### src/rtl/mwo_pkg.sv
package mwo_pkg;

  localparam int unsigned SINE_TABLE_BITS = 10;
  localparam int unsigned SINE_N = 1 << SINE_TABLE_BITS;
  localparam int unsigned SINE_QTR = SINE_N / 4;
  localparam int unsigned FRAC_BITS = 24 - SINE_TABLE_BITS;
  localparam logic [63:0] PI_Q30 = 64'd3373259426;

  localparam logic [3:0] WF_VA    = 4'd0;
  localparam logic [3:0] WF_WT    = 4'd1;
  localparam logic [3:0] WF_FM    = 4'd2;
  localparam logic [3:0] WF_PM    = 4'd3;
  localparam logic [3:0] WF_VEC   = 4'd4;
  localparam logic [3:0] WF_CHIP  = 4'd5;
  localparam logic [3:0] WF_NOISE = 4'd6;
  localparam logic [3:0] WF_RES   = 4'd7;

  typedef enum logic [3:0] {
    PS_P, PS_2P, PS_3P, PS_2P_OFF, PS_FM, PS_PMOD, PS_R1, PS_R2, PS_PW, PS_PHALF
  } psel_e;

  typedef enum logic [3:0] {
    A_SAW, A_PULSE, A_WT1, A_WT2, A_V1, A_V2, A_ADDS, A_CH1, A_CH2, A_CHQ,
    A_R1, A_R2, A_NOISE
  } acc_e;

  typedef struct packed {
    logic  load;
    logic  ph_en;
    psel_e psel;
    logic  sin_look;
    logic  sin_interp;
    logic  blep_set;
    logic  div_step;
    logic  blep_sq;
    logic  mul1;
    logic  mul2;
    logic  acc_en;
    acc_e  acc;
    logic  out_wr;
  } cmd_t;

  typedef struct packed {
    logic [3:0] wf;
    logic       out_busy;
  } sts_t;

  typedef logic [SINE_QTR:0][16:0] qtab_t;

  function automatic logic [63:0] sqstep(logic [63:0] t, logic [63:0] x);
    return (((t * x) >> 30) * x) >> 30;
  endfunction

  function automatic logic [16:0] quarter_sine(int unsigned j);
    logic [63:0] x;
    logic [63:0] t;
    logic signed [63:0] s;
    x = ((PI_Q30 * 64'd2) * 64'(j)) >> SINE_TABLE_BITS;
    t = x;
    s = signed'(x);
    t = sqstep(t, x) / 64'd6;   s = s - signed'(t);
    t = sqstep(t, x) / 64'd20;  s = s + signed'(t);
    t = sqstep(t, x) / 64'd42;  s = s - signed'(t);
    t = sqstep(t, x) / 64'd72;  s = s + signed'(t);
    t = sqstep(t, x) / 64'd110; s = s - signed'(t);
    t = sqstep(t, x) / 64'd156; s = s + signed'(t);
    t = sqstep(t, x) / 64'd210; s = s - signed'(t);
    t = sqstep(t, x) / 64'd272; s = s + signed'(t);
    t = sqstep(t, x) / 64'd342; s = s - signed'(t);
    t = sqstep(t, x) / 64'd420; s = s + signed'(t);
    t = sqstep(t, x) / 64'd506; s = s - signed'(t);
    if (s < 0) s = 64'sd0;
    s = (s + 64'sd8192) >>> 14;
    if (s > 64'sd65536) s = 64'sd65536;
    return s[16:0];
  endfunction

  function automatic qtab_t build_qtab();
    qtab_t t;
    for (int unsigned j = 0; j <= SINE_QTR; j++) begin
      t[j] = quarter_sine(j);
    end
    return t;
  endfunction

  localparam qtab_t QSINE = build_qtab();

  function automatic logic signed [17:0] sine_at(logic [SINE_TABLE_BITS-1:0] k);
    logic [SINE_TABLE_BITS-3:0] r;
    logic [SINE_TABLE_BITS-2:0] idx;
    logic signed [17:0] v;
    r = k[SINE_TABLE_BITS-3:0];
    idx = k[SINE_TABLE_BITS-2] ? ((SINE_TABLE_BITS-1)'(SINE_QTR) - {1'b0, r})
                               : {1'b0, r};
    v = signed'({1'b0, QSINE[idx]});
    return k[SINE_TABLE_BITS-1] ? -v : v;
  endfunction

endpackage

### src/rtl/mwo_ctrl.sv
module mwo_ctrl (
  input  logic          clk_i,
  input  logic          rst_ni,
  input  logic          in_valid_i,
  output logic          in_ready_o,
  input  mwo_pkg::sts_t sts_i,
  output mwo_pkg::cmd_t cmd_o
);
  import mwo_pkg::*;

  typedef enum logic [2:0] {
    K_PHASE, K_SIN, K_BLEP, K_MUL1, K_MUL2, K_ACC, K_DONE
  } kind_e;

  typedef struct packed {
    kind_e kind;
    psel_e psel;
    acc_e  acc;
  } uop_t;

  typedef enum logic [8:0] {
    S_IDLE  = 9'b000000001,
    S_DISP  = 9'b000000010,
    S_EXEC  = 9'b000000100,
    S_SIN_A = 9'b000001000,
    S_SIN_B = 9'b000010000,
    S_BSET  = 9'b000100000,
    S_BDIV  = 9'b001000000,
    S_BSQ   = 9'b010000000,
    S_DONE  = 9'b100000000
  } state_e;

  localparam uop_t OP_SIN  = '{K_SIN, PS_P, A_ADDS};
  localparam uop_t OP_BLEP = '{K_BLEP, PS_P, A_ADDS};
  localparam uop_t OP_MUL1 = '{K_MUL1, PS_P, A_ADDS};
  localparam uop_t OP_MUL2 = '{K_MUL2, PS_P, A_ADDS};
  localparam uop_t OP_DONE = '{K_DONE, PS_P, A_ADDS};

  function automatic uop_t op_ph(psel_e ps);
    return '{K_PHASE, ps, A_ADDS};
  endfunction

  function automatic uop_t op_acc(acc_e a);
    return '{K_ACC, PS_P, a};
  endfunction

  function automatic uop_t prog(logic [3:0] wf, logic [3:0] pc);
    uop_t u;
    u = OP_DONE;
    unique case (wf)
      WF_VA: begin
        case (pc)
          4'd0: u = op_ph(PS_P);
          4'd1: u = OP_BLEP;
          4'd2: u = op_acc(A_SAW);
          4'd3: u = op_ph(PS_PW);
          4'd4: u = OP_BLEP;
          4'd5: u = op_acc(A_PULSE);
          default: u = OP_DONE;
        endcase
      end
      WF_WT: begin
        case (pc)
          4'd0: u = op_ph(PS_P);
          4'd1: u = OP_SIN;
          4'd2: u = op_acc(A_WT1);
          4'd3: u = op_ph(PS_2P_OFF);
          4'd4: u = OP_SIN;
          4'd5: u = op_acc(A_WT2);
          default: u = OP_DONE;
        endcase
      end
      WF_FM, WF_PM: begin
        case (pc)
          4'd0: u = op_ph((wf == WF_FM) ? PS_FM : PS_3P);
          4'd1: u = OP_SIN;
          4'd2: u = OP_MUL1;
          4'd3: u = OP_MUL2;
          4'd4: u = op_ph(PS_PMOD);
          4'd5: u = OP_SIN;
          4'd6: u = op_acc(A_ADDS);
          default: u = OP_DONE;
        endcase
      end
      WF_VEC: begin
        case (pc)
          4'd0: u = op_ph(PS_P);
          4'd1: u = OP_SIN;
          4'd2: u = op_acc(A_V1);
          4'd3: u = op_ph(PS_2P);
          4'd4: u = OP_SIN;
          4'd5: u = op_acc(A_V2);
          default: u = OP_DONE;
        endcase
      end
      WF_CHIP: begin
        case (pc)
          4'd0: u = op_ph(PS_P);
          4'd1: u = OP_BLEP;
          4'd2: u = op_acc(A_CH1);
          4'd3: u = op_ph(PS_PHALF);
          4'd4: u = OP_BLEP;
          4'd5: u = op_acc(A_CH2);
          4'd6: u = op_acc(A_CHQ);
          default: u = OP_DONE;
        endcase
      end
      WF_NOISE: begin
        case (pc)
          4'd0: u = op_acc(A_NOISE);
          default: u = OP_DONE;
        endcase
      end
      WF_RES: begin
        case (pc)
          4'd0: u = op_ph(PS_P);
          4'd1: u = OP_SIN;
          4'd2: u = op_acc(A_ADDS);
          4'd3: u = op_ph(PS_R1);
          4'd4: u = OP_SIN;
          4'd5: u = op_acc(A_R1);
          4'd6: u = op_ph(PS_R2);
          4'd7: u = OP_SIN;
          4'd8: u = op_acc(A_R2);
          default: u = OP_DONE;
        endcase
      end
      default: begin
        case (pc)
          4'd0: u = op_ph(PS_P);
          4'd1: u = OP_SIN;
          4'd2: u = op_acc(A_ADDS);
          default: u = OP_DONE;
        endcase
      end
    endcase
    return u;
  endfunction

  function automatic state_e entry(kind_e k);
    state_e s;
    unique case (k)
      K_SIN:   s = S_SIN_A;
      K_BLEP:  s = S_BSET;
      K_DONE:  s = S_DONE;
      default: s = S_EXEC;
    endcase
    return s;
  endfunction

  state_e     state_q, state_d;
  logic [3:0] pc_q, pc_d;
  logic [3:0] cnt_q, cnt_d;
  logic [3:0] pc_n;
  uop_t       uop, nxt;

  assign pc_n = pc_q + 4'd1;
  assign uop  = prog(sts_i.wf, pc_q);
  assign nxt  = prog(sts_i.wf, pc_n);
  assign in_ready_o = (state_q == S_IDLE);

  always_comb begin
    state_d = state_q;
    pc_d    = pc_q;
    cnt_d   = cnt_q;
    cmd_o   = '0;
    cmd_o.psel = uop.psel;
    cmd_o.acc  = uop.acc;
    unique case (state_q)
      S_IDLE: begin
        if (in_valid_i) begin
          cmd_o.load = 1'b1;
          state_d = S_DISP;
        end
      end
      S_DISP: begin
        pc_d = 4'd0;
        state_d = entry(prog(sts_i.wf, 4'd0).kind);
      end
      S_EXEC: begin
        unique case (uop.kind)
          K_PHASE: cmd_o.ph_en = 1'b1;
          K_ACC:   cmd_o.acc_en = 1'b1;
          K_MUL1:  cmd_o.mul1 = 1'b1;
          K_MUL2:  cmd_o.mul2 = 1'b1;
          default: ;
        endcase
        pc_d = pc_n;
        state_d = entry(nxt.kind);
      end
      S_SIN_A: begin
        cmd_o.sin_look = 1'b1;
        state_d = S_SIN_B;
      end
      S_SIN_B: begin
        cmd_o.sin_interp = 1'b1;
        pc_d = pc_n;
        state_d = entry(nxt.kind);
      end
      S_BSET: begin
        cmd_o.blep_set = 1'b1;
        cnt_d = 4'd0;
        state_d = S_BDIV;
      end
      S_BDIV: begin
        cmd_o.div_step = 1'b1;
        cnt_d = cnt_q + 4'd1;
        if (cnt_q == 4'd15) begin
          state_d = S_BSQ;
        end
      end
      S_BSQ: begin
        cmd_o.blep_sq = 1'b1;
        pc_d = pc_n;
        state_d = entry(nxt.kind);
      end
      S_DONE: begin
        if (!sts_i.out_busy) begin
          cmd_o.out_wr = 1'b1;
          state_d = S_IDLE;
        end
      end
      default: state_d = S_IDLE;
    endcase
  end

  always_ff @(posedge clk_i or negedge rst_ni) begin
    if (!rst_ni) begin
      state_q <= S_IDLE;
      pc_q    <= 4'd0;
      cnt_q   <= 4'd0;
    end else begin
      state_q <= state_d;
      pc_q    <= pc_d;
      cnt_q   <= cnt_d;
    end
  end

endmodule

### config.mk
export PLATFORM = sky130hd
export DESIGN_NAME = mwo_ctrl
export DESIGN_NICKNAME = d
export VERILOG_FILES = /design/src/rtl/mwo_pkg.sv /design/src/rtl/mwo_ctrl.sv
export SDC_FILE = /design/constraint.sdc
export NUM_CORES = 1
export LEC_CHECK = 0
export BUFFER_PORTS_ARGS = -buffer_cell sky130_fd_sc_hd__buf_2
export CORE_MARGIN = 5
export CORE_UTILIZATION = 30
export DETAILED_ROUTE_END_ITERATION = 7
export HOLD_SLACK_MARGIN = 0.06
export MAX_ROUTING_LAYER = met4
export PLACE_DENSITY_LB_ADDON = 0.05
export SLEW_MARGIN = 20
export SYNTH_ARGS = -nofsm -noshare
export SYNTH_HDL_FRONTEND = slang
export SYNTH_SLANG_ARGS = --single-unit
### constraint.sdc
create_clock -name clk_i -period 2.8 [get_ports clk_i]
set_input_delay 0.14 -clock clk_i [delete_from_list [all_inputs] [get_ports clk_i]]
set_output_delay 0.14 -clock clk_i [all_outputs]
set_load 0.02 [all_outputs]
==> flow_summary.json <==
{
  "area.growth.synth_to_final_pct": 18.8,
  "grt_pass1_vias": 2107,
  "dp_hpwl_um": 4970,
  "max_freq_ghz": 0.386,
  "coreArea_mm2": 0.00676,
  "period_needed_ns": 2.59,
  "io_pins": 28,
  "syn-num-nets": 300,
  "crit_required_ns": 2.66,
  "gr-usage-met2_pct": 23.0,
  "muxShareOfSynthArea_pct": 0.970,
  "overflow": 0,
  "power_density_mw_per_mm2": 752,
  "synth-simple-area-share_pct": 32.7,
  "grt_pass1_wl_um": 10700,
  "worstSetupEndpointType": "output port",
  "power.switching_uw": 923,
  "skew_ns": 0.00391,
  "htree_levels": 1,
  "wl_per_cell_um": 16.8,
  "synthArstFlopShare_pct": 100,
  "wl_um": 6600,
  "drt-vias-per-instance": 5.76,
  "tns_ns": 0,
  "grt_max_degree": 30,
  "setup_violations": 0,
  "rsz0062_at_grt": "false",
  "post-route-util_pct": 36.3,
  "start_util_pct": 30.6,
  "netlist_instances": 283,
  "rr_endpoint": "state_q[2]",
  "num-fill-cells": 746,
  "grt_busiest_layer": "met2",
  "grtUsageMet1_pct": 22.4,
  "die-height_um": 93.0,
  "synth_edf_count": 0,
  "ys_seq_area_share_pct": 20.7,
  "drc_errors": 0,
  "drt_iter0_drc": 98,
  "synth_fa_ha_area_share_pct": 5.45,
  "gp_congestion": 0.816,
  "hold_class": "in2reg",
  "p_sw_share_pct": 50.1,
  "holdWs_ns": 0.146,
  "clockRootBuffer": "clkbuf_8",
  "port-buffer-count": 27,
  "nNetsFinal": 331,
  "period_share_pct": 92.4,
  "ys_seq_elements": 17,
  "cts_sinks": 17,
  "drv_cap": 0,
  "critPathKind": "reg2out",
  "worst_pin_slew_ns": 0.460,
  "synth_cell_types": 66,
  "reg2reg_slack_ns": 0.24,
  "synth_top_family_by_area": "simple AND/OR/NAND/NOR gates",
  "rr_worst_depth": 10,
  "status": "completed",
  "antenna_cells": 0,
  "gr-usage-met3_pct": 1.95,
  "grt_use_total_pct": 15.5,
  "avgSynthCellArea_um2": 7.29,
  "synth-compound-area-share_pct": 30.5,
  "internal_power_uw": 920,
  "total_leakage_power_uw": 0.00103,
  "ys.flop_type": "dfrtp_1",
  "design.die.area_mm2": 0.00864,
  "seqPwrFrac_pct": 19.8,
  "cp_max_fo": 9,
  "yosys_warnings": 0,
  "arrival_ns": 2.45,
  "cts_tree": "built",
  "synth_area_mm2": 0.00206,
  "cts.path.max_buffers": 2,
  "hold_violations": 0,
  "clock_latency_ns": 0.25,
  "holdPathEnd": "state_q[8]",
  "die_w_um": 93.0,
  "slew_violations": 0,
  "antenna_left": 0,
  "num_rows": 30,
  "ir_worst_vdd_uv": 399,
  "hold-path-cell-count": 2,
  "hold_start": "sts_i[0]",
  "r2r_start": "pc_q[1]",
  "layout-drive-gt1-share_pct": 23.0,
  "power_frac_comb_pct": 70.3,
  "cts_buffers": 3,
  "grt_antenna_before_repair": 0,
  "slew_headroom_pct": 69.2,
  "first_pass_iters": 6,
  "synthXorXnorAreaFrac_pct": 3.64,
  "path_clk_slew_ns": 0.06,
  "num_vias": 2264,
  "p_clk_share_pct": 9.9,
  "start_kind": "register"
}
[timing repair]
item	in CTS	in global routing
setup endpoints to repair	4	5
hold buffers	1	0
pin swaps	0	2
cloned	0	0
setup buffers	0	4
endpoints found under the hold margin	16	0
resized for setup	4	12
[cells in the mapped netlist, types with 3 or more instances]
cell / instances / area, um^2
a2111oi_2: 3 / 45.0
ha_1: 9 / 113
o211ai_1: 3 / 22.5
o31ai_1: 5 / 37.5
nand2_1: 30 / 113
nand2b_1: 8 / 50.1
nor2_1: 27 / 101
dfrtp_1: 16 / 400
and3_1: 4 / 25.0
buf_2: 10 / 50.1
a221oi_1: 3 / 26.3
o21ai_0: 23 / 115
nand3b_1: 3 / 22.5
nor3_1: 14 / 70.1
a31oi_1: 4 / 25.0
nor3b_1: 3 / 22.5
nor4b_1: 3 / 26.3
nor4_1: 4 / 25.0
o22ai_1: 4 / 25.0
clkbuf_1: 6 / 22.5
a21o_1: 3 / 22.5
nand3_1: 13 / 65.1
a211oi_1: 5 / 37.5
inv_1: 10 / 37.5
nor2b_1: 7 / 43.8
a21oi_1: 14 / 70.1
[cells in the final DEF, fill, tap and decap left out, drive strengths merged, types with 5 or more instances in the layout]
cell type	instances
nand2b	8
nand2	30
o31ai	5
nor3	14
ha	9
nor2	27
o21ai	25
nor2b	7
nand3	14
a21oi	15
buf	43
inv	10
dfrtp	16
a211oi	6
[worst max-delay path, cell delays in order (launching register included)]
cell and delay, ns:
dfrtp_2 0.46, inv_1 0.23, ha_4 0.23, nand2b_1 0.11, a21oi_1 0.21, nor2_1 0.07, a211oi_2 0.30, and4_1 0.25
nand2b_1 0.07, nor2_1 0.08, buf_2 0.16
[worst max path at each step]
stage | from | to | slack (ns) | cells after the start
5_1_grt | pc_q[0] | cmd_o[6] | 0.02 | 10
6_report | pc_q[0] | cmd_o[17] | 0.21 | 10
3_5_place_dp | pc_q[1] | state_q[2] | 0.15 | 10
4_1_cts | pc_q[1] | cmd_o[7] | 0.06 | 10
3_3_place_gp | pc_q[1] | state_q[2] | 0.09 | 10
2_1_floorplan | pc_q[1] | cmd_o[7] | 0.40 | 10
[layout make-up]
class	instances	area (um^2)	area share, %
Sequential cell	17	430	17.6
Inverter	10	37.5	1.53
Clock buffer	4	45.0	1.84
Tap cell	80	100	4.08
Multi-Input combinational cell	238	1570	64.2
Timing Repair Buffer	44	265	10.8
[per-layer routing]
| metal | routed length, um | share of wire [%] |
|---|---|---|
| met1 | 3310 | 50 |
| met2 | 2970 | 45 |
| met3 | 221 | 3.3 |
| met4 | 108 | 1.6 |
| met5 | 0 | 0 |
[metrics by stage]
step           cell area (um^2)  power [uW]  setup slack [ns]  cells
2_1_floorplan              2060        1180             0.404    283
3_3_place_gp               2300        1520            0.0879    384
3_5_place_dp               2300        1500             0.154    384
4_1_cts                    2370        1710            0.0648    389
5_1_grt                    2450        2000            0.0238    393
6_report                   2450        1840             0.212    393
[flip-flops by register name, indices dropped and copies added (netlist names)]
register  cells
cnt_q         4
pc_q          4
state_q       9
[cells by family after synthesis]
family                     count (synthesis)
DFF                                       17
xor gates and xnor gates                   6
AOI/OAI and AO/OA                         91
buffers and inverters                     28
adders and majority gates                  9
muxes                                      2
and+or+nand+nor                          130
[power by group through the flow]
stage,registers [uW],logic (uW),clock network (uW)
detailed placement,365,1140,0
floorplan,346,839,0
global placement,364,1160,0
finish,365,1300,183
CTS,363,1160,190
global route,372,1430,202
Note: power is estimated with default switching activity, not from simulation.
